**src/rtl/core/msppm_pkg.sv**
```systemverilog
// shared types, constants and helper functions for the mode s sentence encoder
`timescale 1ns / 1ps

package msppm_pkg;

    localparam int MAX_BYTES_DEF = 14;

    localparam logic [15:0] PREAMBLE_CHIPS = 16'hA140;

    localparam logic [7:0] CH_STAR = 8'h2A;
    localparam logic [7:0] CH_SEMI = 8'h3B;
    localparam logic [7:0] CH_CR   = 8'h0D;
    localparam logic [7:0] CH_LF   = 8'h0A;

    typedef enum logic [2:0] {
        ERR_NONE  = 3'd0,
        ERR_LONG  = 3'd1,
        ERR_FRAME = 3'd2,
        ERR_HEX   = 3'd3,
        ERR_ODD   = 3'd4
    } t_err;

    typedef enum logic [1:0] {
        PH_START  = 2'd0,
        PH_DIGITS = 2'd1,
        PH_TAIL   = 2'd2
    } t_phase;

    typedef enum logic [1:0] {
        OSEL_ERR  = 2'd0,
        OSEL_PRE  = 2'd1,
        OSEL_BYTE = 2'd2
    } t_osel;

    typedef struct packed {
        logic  parse_en;
        logic  load_out;
        t_osel osel;
        logic  clear;
        logic  k_inc;
    } t_cmd;

    typedef struct packed {
        logic err_nz;
        logic empty;
        logic last_byte;
        logic out_free;
    } t_sts;

    // {valid, value}
    function automatic logic [4:0] hex_value(input logic [7:0] c);
        logic [4:0] res;
        res = 5'd0;
        case (c) inside
            [8'h30:8'h39]: res = {1'b1, 4'(c - 8'h30)};
            [8'h61:8'h66]: res = {1'b1, 4'(c - 8'h57)};
            [8'h41:8'h46]: res = {1'b1, 4'(c - 8'h37)};
            default:       res = 5'd0;
        endcase
        return res;
    endfunction

    // msb first, one -> 10, zero -> 01
    function automatic logic [15:0] byte_chips(input logic [7:0] b);
        logic [15:0] w;
        w = 16'd0;
        for (int i = 0; i < 8; i++) begin
            w[2*i +: 2] = b[i] ? 2'b10 : 2'b01;
        end
        return w;
    endfunction

endpackage

```
**src/rtl/core/msppm_ram.sv**
```systemverilog
// generic single-port-write ram with registered read
`timescale 1ns / 1ps

module msppm_ram #(
    parameter int WIDTH = 8,
    parameter int DEPTH = 14,
    localparam int ADDR_W = (DEPTH > 1) ? $clog2(DEPTH) : 1
) (
    input  logic              i_clk,
    input  logic              i_wr_en,
    input  logic [ADDR_W-1:0] i_wr_addr,
    input  logic [WIDTH-1:0]  i_wr_data,
    input  logic [ADDR_W-1:0] i_rd_addr,
    output logic [WIDTH-1:0]  o_rd_data
);

    logic [WIDTH-1:0] r_mem [DEPTH];
    logic [WIDTH-1:0] r_rd_data;

    always_ff @(posedge i_clk) begin
        if (i_wr_en) begin
            r_mem[i_wr_addr] <= i_wr_data;
        end
        r_rd_data <= r_mem[i_rd_addr];
    end

    assign o_rd_data = r_rd_data;

endmodule

```
**src/rtl/core/msppm_dp.sv**
```systemverilog
// datapath: sentence parser registers, payload ram, chip word output register
`timescale 1ns / 1ps

module msppm_dp #(
    parameter int MAX_BYTES = 14
) (
    input  logic              i_clk,
    input  logic              i_rst_n,
    input  logic [7:0]        i_char_code,
    input  msppm_pkg::t_cmd   i_cmd,
    output msppm_pkg::t_sts   o_sts,
    input  logic              i_out_stall,
    output logic              o_out_valid,
    output logic [15:0]       o_chips,
    output logic              o_last_word,
    output logic [2:0]        o_error_code
);

    import msppm_pkg::*;

    localparam int CNT_W = $clog2(2 * MAX_BYTES + 1);
    localparam int IDX_W = (MAX_BYTES > 1) ? $clog2(MAX_BYTES) : 1;
    localparam logic [CNT_W-1:0] FULL_CNT = CNT_W'(2 * MAX_BYTES);

    t_phase           r_phase, n_phase;
    t_err             r_pending, n_pending;
    logic [CNT_W-1:0] r_count, n_count;
    logic [3:0]       r_high, n_high;
    logic [IDX_W-1:0] r_k, n_k;
    logic             r_valid, n_valid;
    logic [15:0]      r_chips, n_chips;
    logic             r_last, n_last;
    t_err             r_err, n_err;

    logic             do_digit;
    logic             tail_bad;
    t_err             dig_err;
    t_err             final_err;
    logic [4:0]       hexv;
    logic             wr_en;
    logic [7:0]       rd_data;
    logic [CNT_W-1:0] nbytes;
    logic             last_byte;
    logic             out_free;

    assign hexv      = hex_value(i_char_code);
    assign nbytes    = r_count >> 1;
    assign last_byte = (CNT_W'(r_k) + CNT_W'(1)) == nbytes;
    assign out_free  = !r_valid || !i_out_stall;

    always_comb begin
        if (r_phase != PH_TAIL) begin
            final_err = ERR_FRAME;
        end else if (r_pending != ERR_NONE) begin
            final_err = r_pending;
        end else if (r_count[0]) begin
            final_err = ERR_ODD;
        end else begin
            final_err = ERR_NONE;
        end
    end

    always_comb begin
        n_phase   = r_phase;
        n_pending = r_pending;
        n_count   = r_count;
        n_high    = r_high;
        n_k       = r_k;
        do_digit  = 1'b0;
        tail_bad  = 1'b0;
        dig_err   = ERR_NONE;
        wr_en     = 1'b0;
        if (i_cmd.parse_en) begin
            case (r_phase)
                PH_START: begin
                    n_phase = PH_DIGITS;
                    if (i_char_code != CH_STAR) begin
                        n_pending = ERR_FRAME;
                    end
                end
                PH_TAIL: begin
                    if (i_char_code != CH_CR && i_char_code != CH_LF) begin
                        tail_bad = 1'b1;
                        do_digit = 1'b1;
                    end
                end
                default: do_digit = 1'b1;
            endcase
            if (do_digit) begin
                if (i_char_code == CH_SEMI) begin
                    n_phase = PH_TAIL;
                end else begin
                    n_phase = PH_DIGITS;
                    if (!hexv[4]) begin
                        dig_err = ERR_HEX;
                    end else if (r_count >= FULL_CNT) begin
                        dig_err = ERR_LONG;
                    end else begin
                        if (!r_count[0]) begin
                            n_high = hexv[3:0];
                        end else begin
                            wr_en = 1'b1;
                        end
                        n_count = r_count + CNT_W'(1);
                    end
                end
                if (r_pending == ERR_NONE) begin
                    n_pending = tail_bad ? ERR_HEX : dig_err;
                end
            end
        end
        if (i_cmd.k_inc) begin
            n_k = r_k + IDX_W'(1);
        end
        if (i_cmd.clear) begin
            n_phase   = PH_START;
            n_pending = ERR_NONE;
            n_count   = '0;
            n_high    = '0;
            n_k       = '0;
        end
    end

    always_comb begin
        n_valid = r_valid;
        n_chips = r_chips;
        n_last  = r_last;
        n_err   = r_err;
        if (r_valid && !i_out_stall) begin
            n_valid = 1'b0;
        end
        if (i_cmd.load_out) begin
            n_valid = 1'b1;
            case (i_cmd.osel)
                OSEL_PRE: begin
                    n_chips = PREAMBLE_CHIPS;
                    n_last  = (nbytes == '0);
                    n_err   = ERR_NONE;
                end
                OSEL_BYTE: begin
                    n_chips = byte_chips(rd_data);
                    n_last  = last_byte;
                    n_err   = ERR_NONE;
                end
                default: begin
                    n_chips = '0;
                    n_last  = 1'b1;
                    n_err   = final_err;
                end
            endcase
        end
    end

    always_ff @(posedge i_clk) begin
        if (!i_rst_n) begin
            r_phase   <= PH_START;
            r_pending <= ERR_NONE;
            r_count   <= '0;
            r_high    <= '0;
            r_k       <= '0;
            r_valid   <= 1'b0;
        end else begin
            r_phase   <= n_phase;
            r_pending <= n_pending;
            r_count   <= n_count;
            r_high    <= n_high;
            r_k       <= n_k;
            r_valid   <= n_valid;
        end
    end

    always_ff @(posedge i_clk) begin
        r_chips <= n_chips;
        r_last  <= n_last;
        r_err   <= n_err;
    end

    msppm_ram #(
        .WIDTH (8),
        .DEPTH (MAX_BYTES)
    ) u_payload (
        .i_clk     (i_clk),
        .i_wr_en   (wr_en),
        .i_wr_addr (r_count[IDX_W:1]),
        .i_wr_data ({r_high, hexv[3:0]}),
        .i_rd_addr (r_k),
        .o_rd_data (rd_data)
    );

    assign o_sts.err_nz    = (final_err != ERR_NONE);
    assign o_sts.empty     = (nbytes == '0);
    assign o_sts.last_byte = last_byte;
    assign o_sts.out_free  = out_free;

    assign o_out_valid  = r_valid;
    assign o_chips      = r_chips;
    assign o_last_word  = r_last;
    assign o_error_code = r_err;

    a_load_free: assert property (@(posedge i_clk) disable iff (!i_rst_n)
        i_cmd.load_out |-> out_free)
        else $error("output word loaded while the output register is held");

    a_byte_range: assert property (@(posedge i_clk) disable iff (!i_rst_n)
        (i_cmd.load_out && i_cmd.osel == OSEL_BYTE) |-> (CNT_W'(r_k) < nbytes))
        else $error("byte word index beyond stored payload");

    a_clear: assert property (@(posedge i_clk) disable iff (!i_rst_n)
        i_cmd.clear |=> (r_phase == PH_START && r_count == '0 && r_k == '0))
        else $error("parser not cleared after sentence");

    a_count_bound: assert property (@(posedge i_clk) disable iff (!i_rst_n)
        r_count <= FULL_CNT)
        else $error("digit count beyond payload capacity");

endmodule

```
**src/rtl/core/msppm_ctrl.sv**
```systemverilog
// controller: parse, decide and emit sequencing
`timescale 1ns / 1ps

module msppm_ctrl (
    input  logic            i_clk,
    input  logic            i_rst_n,
    input  logic            i_in_valid,
    input  logic            i_end_of_sentence,
    output logic            o_in_stall,
    input  msppm_pkg::t_sts i_sts,
    output msppm_pkg::t_cmd o_cmd
);

    import msppm_pkg::*;

    typedef enum logic [3:0] {
        S_PARSE  = 4'b0001,
        S_DECIDE = 4'b0010,
        S_BYTE   = 4'b0100,
        S_FETCH  = 4'b1000
    } t_state;

    t_state r_state, n_state;
    logic   accept;

    assign o_in_stall = (r_state != S_PARSE);
    assign accept     = i_in_valid && (r_state == S_PARSE);

    always_comb begin
        n_state        = r_state;
        o_cmd.parse_en = accept;
        o_cmd.load_out = 1'b0;
        o_cmd.osel     = OSEL_ERR;
        o_cmd.clear    = 1'b0;
        o_cmd.k_inc    = 1'b0;
        case (r_state)
            S_PARSE: begin
                if (accept && i_end_of_sentence) begin
                    n_state = S_DECIDE;
                end
            end
            S_DECIDE: begin
                if (i_sts.out_free) begin
                    o_cmd.load_out = 1'b1;
                    o_cmd.osel     = i_sts.err_nz ? OSEL_ERR : OSEL_PRE;
                    if (i_sts.err_nz || i_sts.empty) begin
                        o_cmd.clear = 1'b1;
                        n_state     = S_PARSE;
                    end else begin
                        n_state = S_BYTE;
                    end
                end
            end
            S_BYTE: begin
                if (i_sts.out_free) begin
                    o_cmd.load_out = 1'b1;
                    o_cmd.osel     = OSEL_BYTE;
                    if (i_sts.last_byte) begin
                        o_cmd.clear = 1'b1;
                        n_state     = S_PARSE;
                    end else begin
                        o_cmd.k_inc = 1'b1;
                        n_state     = S_FETCH;
                    end
                end
            end
            S_FETCH: n_state = S_BYTE;
            default: n_state = S_PARSE;
        endcase
    end

    always_ff @(posedge i_clk) begin
        if (!i_rst_n) begin
            r_state <= S_PARSE;
        end else begin
            r_state <= n_state;
        end
    end

    a_final_decide: assert property (@(posedge i_clk) disable iff (!i_rst_n)
        (accept && i_end_of_sentence) |=> (r_state == S_DECIDE))
        else $error("final character did not start the emit sequence");

    a_fetch_then_byte: assert property (@(posedge i_clk) disable iff (!i_rst_n)
        (r_state == S_FETCH) |=> (r_state == S_BYTE))
        else $error("fetch not followed by byte word");

    a_clear_to_parse: assert property (@(posedge i_clk) disable iff (!i_rst_n)
        o_cmd.clear |-> (o_cmd.load_out && n_state == S_PARSE))
        else $error("clear without the final word");

endmodule

```
**src/rtl/core/mode_s_hex_sentence_ppm_encoder.sv**
```systemverilog
// top level: mode s hex sentence to ppm chip word encoder
//
//   channel  direction  beat                                      handshake
//   in       sink       i_char_code, i_end_of_sentence            i_in_valid / o_in_stall
//   out      source     o_chips, o_last_word, o_error_code        o_out_valid / i_out_stall
//
// one character beat per cycle while parsing
// after the final character the controller decides, then loads the first word (error or preamble)
// payload words follow the preamble; after each payload word a fetch state waits for the
// registered payload ram read before the next one is loaded
// input is stalled from the final character until the last word is loaded
// i_rst_n is synchronous; control state clears, payload ram is not cleared
`timescale 1ns / 1ps

module mode_s_hex_sentence_ppm_encoder #(
    parameter int MAX_BYTES = msppm_pkg::MAX_BYTES_DEF
) (
    input  logic        i_clk,
    input  logic        i_rst_n,
    input  logic        i_in_valid,
    output logic        o_in_stall,
    input  logic [7:0]  i_char_code,
    input  logic        i_end_of_sentence,
    output logic        o_out_valid,
    input  logic        i_out_stall,
    output logic [15:0] o_chips,
    output logic        o_last_word,
    output logic [2:0]  o_error_code
);

    import msppm_pkg::*;

    t_cmd cmd;
    t_sts sts;

    msppm_ctrl u_ctrl (
        .i_clk             (i_clk),
        .i_rst_n           (i_rst_n),
        .i_in_valid        (i_in_valid),
        .i_end_of_sentence (i_end_of_sentence),
        .o_in_stall        (o_in_stall),
        .i_sts             (sts),
        .o_cmd             (cmd)
    );

    msppm_dp #(
        .MAX_BYTES (MAX_BYTES)
    ) u_dp (
        .i_clk        (i_clk),
        .i_rst_n      (i_rst_n),
        .i_char_code  (i_char_code),
        .i_cmd        (cmd),
        .o_sts        (sts),
        .i_out_stall  (i_out_stall),
        .o_out_valid  (o_out_valid),
        .o_chips      (o_chips),
        .o_last_word  (o_last_word),
        .o_error_code (o_error_code)
    );

endmodule
```
**config.mk**
```make
export PLATFORM = sky130hd
export DESIGN_NAME = mode_s_hex_sentence_ppm_encoder
export DESIGN_NICKNAME = d
export VERILOG_FILES = /design/src/rtl/core/msppm_pkg.sv /design/src/rtl/core/msppm_ram.sv /design/src/rtl/core/msppm_dp.sv /design/src/rtl/core/msppm_ctrl.sv /design/src/rtl/core/mode_s_hex_sentence_ppm_encoder.sv
export SDC_FILE = /design/constraint.sdc
export NUM_CORES = 1
export LEC_CHECK = 0
export BUFFER_PORTS_ARGS = -buffer_cell sky130_fd_sc_hd__buf_2
export CORE_MARGIN = 5
export CORE_UTILIZATION = 51
export CTS_CLUSTER_DIAMETER = 80
export DETAILED_ROUTE_END_ITERATION = 8
export GPL_ROUTABILITY_DRIVEN = 1
export PLACE_DENSITY_LB_ADDON = 0.08
export SETUP_SLACK_MARGIN = 0.1
export SLEW_MARGIN = 20
export SYNTH_ARGS = -nofsm -noshare
export SYNTH_HDL_FRONTEND = slang
export SYNTH_HIERARCHICAL = 1
export SYNTH_SLANG_ARGS = --single-unit
```
**constraint.sdc**
```tcl
create_clock -name i_clk -period 3.1 [get_ports i_clk]
set_clock_uncertainty 0.15 [all_clocks]
set_input_delay 0.62 -clock i_clk [delete_from_list [all_inputs] [get_ports i_clk]]
set_output_delay 0.62 -clock i_clk [all_outputs]
set_load 0.1 [all_outputs]
```
==> out/results.txt <==
result of the run - complete, no violations
endpoint arrival time on the critical path - 2790 ps
row count - 43
ratio of routed vias to standard cells - 5.64
share of the core filled with cells in the final layout - 59.6%
largest net degree at the start of global routing - 28
setup repair after global routing missed its margin - yes
power spent charging and discharging nets - 953 uW
min cycle time layout - 2810 ps
number of buffers inserted by port buffering - 34
starting density of the core - 51.3%
number of detailed-routing iterations run before antenna repair - 4
root buf cell - sky130_fd_sc_hd__clkbuf_16
overall global routing resource usage - 18.7%
power per cell area - 556 mW/mm^2
total routed wirelength - 14.2 mm
Synth Net Count - 478
net total in the final layout - 542
wire length of the first global-routing pass - 22.7 mm
initial antenna violation count - 0
Yosys warning count - 6
DP HPWL - 9.52 mm
die outline width - 128 um
total of flip-flops plus latches after synthesis - 163
total clock sinks - 163
number of library cell types mapped by synthesis - 65
wire length per cell - 19.9 um
Area growth, synth to finish - 16.1%
final-layout fill cell count - 1050
global route overflow - 0
antenna-violating nets left - 0
clock slew seen by the registers of the worst setup and hold paths - 60 ps
total count of max-transition violations in the final report - 0
cell area reported after detailed placement - 0.00756 mm^2
post-synthesis sequential area ratio - 65.1%
type of origin of the critical path - flop
Gate power share - 3.4%
Die Y - 128 um
Peak supply drop - 0.413 mV
antenna fix cells - 0
number of maximum-capacitance constraint violations - 0
Max FO, Critical Path - 8
Most used DFF post-synth - sky130_fd_sc_hd__edfxtp_1
area of the core - 0.0137 mm^2
highest-count cells in the layout ignoring fill and taps - sky130_fd_sc_hd__edfxtp_1 (132), sky130_fd_sc_hd__buf_2 (34), sky130_fd_sc_hd__buf_4 (31), sky130_fd_sc_hd__dfxtp_1 (31), sky130_fd_sc_hd__nor2_1 (28)
FMAX - 0.356 GHz
die outline area - 0.0163 mm^2
worst hold-check slack - 323 ps
cell-internal power - 3600 uW
clock insertion delay at the later pin of the skew report - 420 ps
number of buffers inserted during clock tree synthesis - 17
switching share of power - 20.9%
portion of total power attributed to sequential cells - 51.9%
vias in the first global route - 4122
Top-Level Pins - 35
data required time of the worst path - 3080 ps
Leak - 0.00289 uW
Final Hold Vio Count - 0
overall via count from detail_route - 4018
H-Tree Depth - 4
syn_area_per_cell - 15.4 um^2
netlist area before placement - 0.00704 mm^2
total non-filler cell area in the finished layout - 0.00818 mm^2
final count of negative-setup-slack endpoints - 0
Post-synth EDFFs - 132
actual slew at the worst max-slew pin - 868 ps
clock network power share - 44.7%
Setup Crit Path Kind - reg -> reg
fraction of final layout cells sized beyond drive strength 1 - 25.5%
clock buffer depth - 2
Placer Congestion - 0.879
post-route fraction of the period consumed by the critical path - 90.7%
most common cell after layout, fill and taps aside - sky130_fd_sc_hd__edfxtp_1
DRT iter0 DRCs - 272
Worst slew margin - 42.0%
post-synthesis instance total - 456
TritonCTS clock tree - yes
crit path capture type - flop
Async SR Flop Fraction - 0%
Hold Path Class - in -> reg
DRC violations left - 0
==> power groups by stage <==
stage                     Clock [uW]  Combinational (uW)  Sequential [uW]
after floorplan                    0                87.7             2420
after global placement             0                 152             2410
after detailed placement           0                 154             2410
after CTS                       2080                 154             2360
after global routing            2180                 169             2360
final                           2040                 155             2360
==> worst paths after layout <==
check             depth (start not counted)         startpoint                    endpoint  slack [ps]
setup / recovery                          9  u_ctrl/r_state[2]  u_dp/u_payload/r_mem[1][4]         290
hold / removal                            3        i_out_stall            u_dp/o_out_valid         320
setup reg to reg                          9  u_ctrl/r_state[2]  u_dp/u_payload/r_mem[1][4]         290
hold reg to reg                           2  u_dp/r_pending[0]           u_dp/r_pending[0]         320
==> per-layer routing <==
layer	global-route usage (%)	up-vias	part of all wire [%]
met2	30.0	86	49
li1	-	1912	-
met3	4.97	10	4.4
met1	25.4	2010	46
met4	5.49	0	1.0
met5	0	-	0
==> final cells by class <==
class | instances | area (um^2) | area share (%)
clock buffers | 17 | 425 | 5.20
clock inverters | 15 | 156 | 1.91
inverters | 14 | 52.6 | 0.642
multi-input cells | 258 | 2310 | 28.3
flip-flops and latches | 163 | 4580 | 56.0
well taps | 180 | 225 | 2.75
repair buffers | 66 | 423 | 5.17
==> Yosys cell counts, types with 7 or more instances <==
master	instances	area share (%)
sky130_fd_sc_hd__edfxtp_1	132	56
sky130_fd_sc_hd__nor2_1	32	1.7
sky130_fd_sc_hd__dfxtp_1	31	8.8
sky130_fd_sc_hd__a21oi_1	24	1.7
sky130_fd_sc_hd__mux4_1	23	8.6
sky130_fd_sc_hd__inv_1	14	0.75
sky130_fd_sc_hd__nor2b_1	14	1.2
sky130_fd_sc_hd__nor3_1	12	0.85
sky130_fd_sc_hd__mux2i_1	10	1.4
sky130_fd_sc_hd__nand2_1	10	0.53
sky130_fd_sc_hd__nand3_1	10	0.71
sky130_fd_sc_hd__ha_1	9	1.6
sky130_fd_sc_hd__mux2_2	9	1.4
sky130_fd_sc_hd__and2_1	8	0.71
sky130_fd_sc_hd__o22ai_1	8	0.71
sky130_fd_sc_hd__clkbuf_1	7	0.37
sky130_fd_sc_hd__o21ai_1	7	0.50
==> flip-flops by register name (all words and copies together) (netlist names) <==
name / cells
u_dp/r_k: 4
u_dp/r_high: 4
u_dp/u_payload/r_mem: 112
u_dp/r_count: 5
u_dp/o_chips: 16
u_dp/u_payload/o_rd_data: 8
u_dp/r_phase: 2
u_ctrl/r_state: 4
u_dp/o_last_word: 1
u_dp/r_pending: 3
u_dp/o_out_valid: 1
u_dp/o_error_code: 3
==> cell families (layout without fill, tap and decap cells) <==
kind of cell,after synthesis,in the layout,share of synthesized area (%)
flip-flops,163,163,65.1
XOR/XNOR,9,9,1.12
AND/OR/NAND/NOR,123,123,10.1
multiplexers,43,43,11.8
AO/OA/AOI/OAI,74,74,7.55
buffers and inverters,35,112,2.82
adder cells (fa/ha/maj),9,9,1.60
==> metrics by stage <==
stage	cells	setup WS [ps]	total power, uW	TNS, ps
floorplan	456	102	2510	0
global placement	680	-75.7	2560	-2430
detailed placement	680	-123	2560	-5880
CTS	713	110	4590	0
global route	713	95.5	4710	0
finish	713	288	4550	0
==> worst max-delay path, stage by stage, from the launching register on <==
cell and delay (ps):
sky130_fd_sc_hd__dfxtp_1 400, sky130_fd_sc_hd__nor4b_4 260, sky130_fd_sc_hd__and2_1 200, sky130_fd_sc_hd__o21a_1 220
sky130_fd_sc_hd__o41ai_4 120, sky130_fd_sc_hd__nor3_4 230, sky130_fd_sc_hd__or3b_2 530, sky130_fd_sc_hd__buf_4 170
sky130_fd_sc_hd__nor2_2 70, sky130_fd_sc_hd__buf_4 170
==> timing repair <==
action / in CTS / in global routing
resized for setup: 1 / 2
pin swaps: 1 / 1
setup endpoints to repair: 12 / 88
hold buffers: 0 / 0
buffers inserted: 1 / 0
Note: power is estimated with default switching activity, not from simulation.
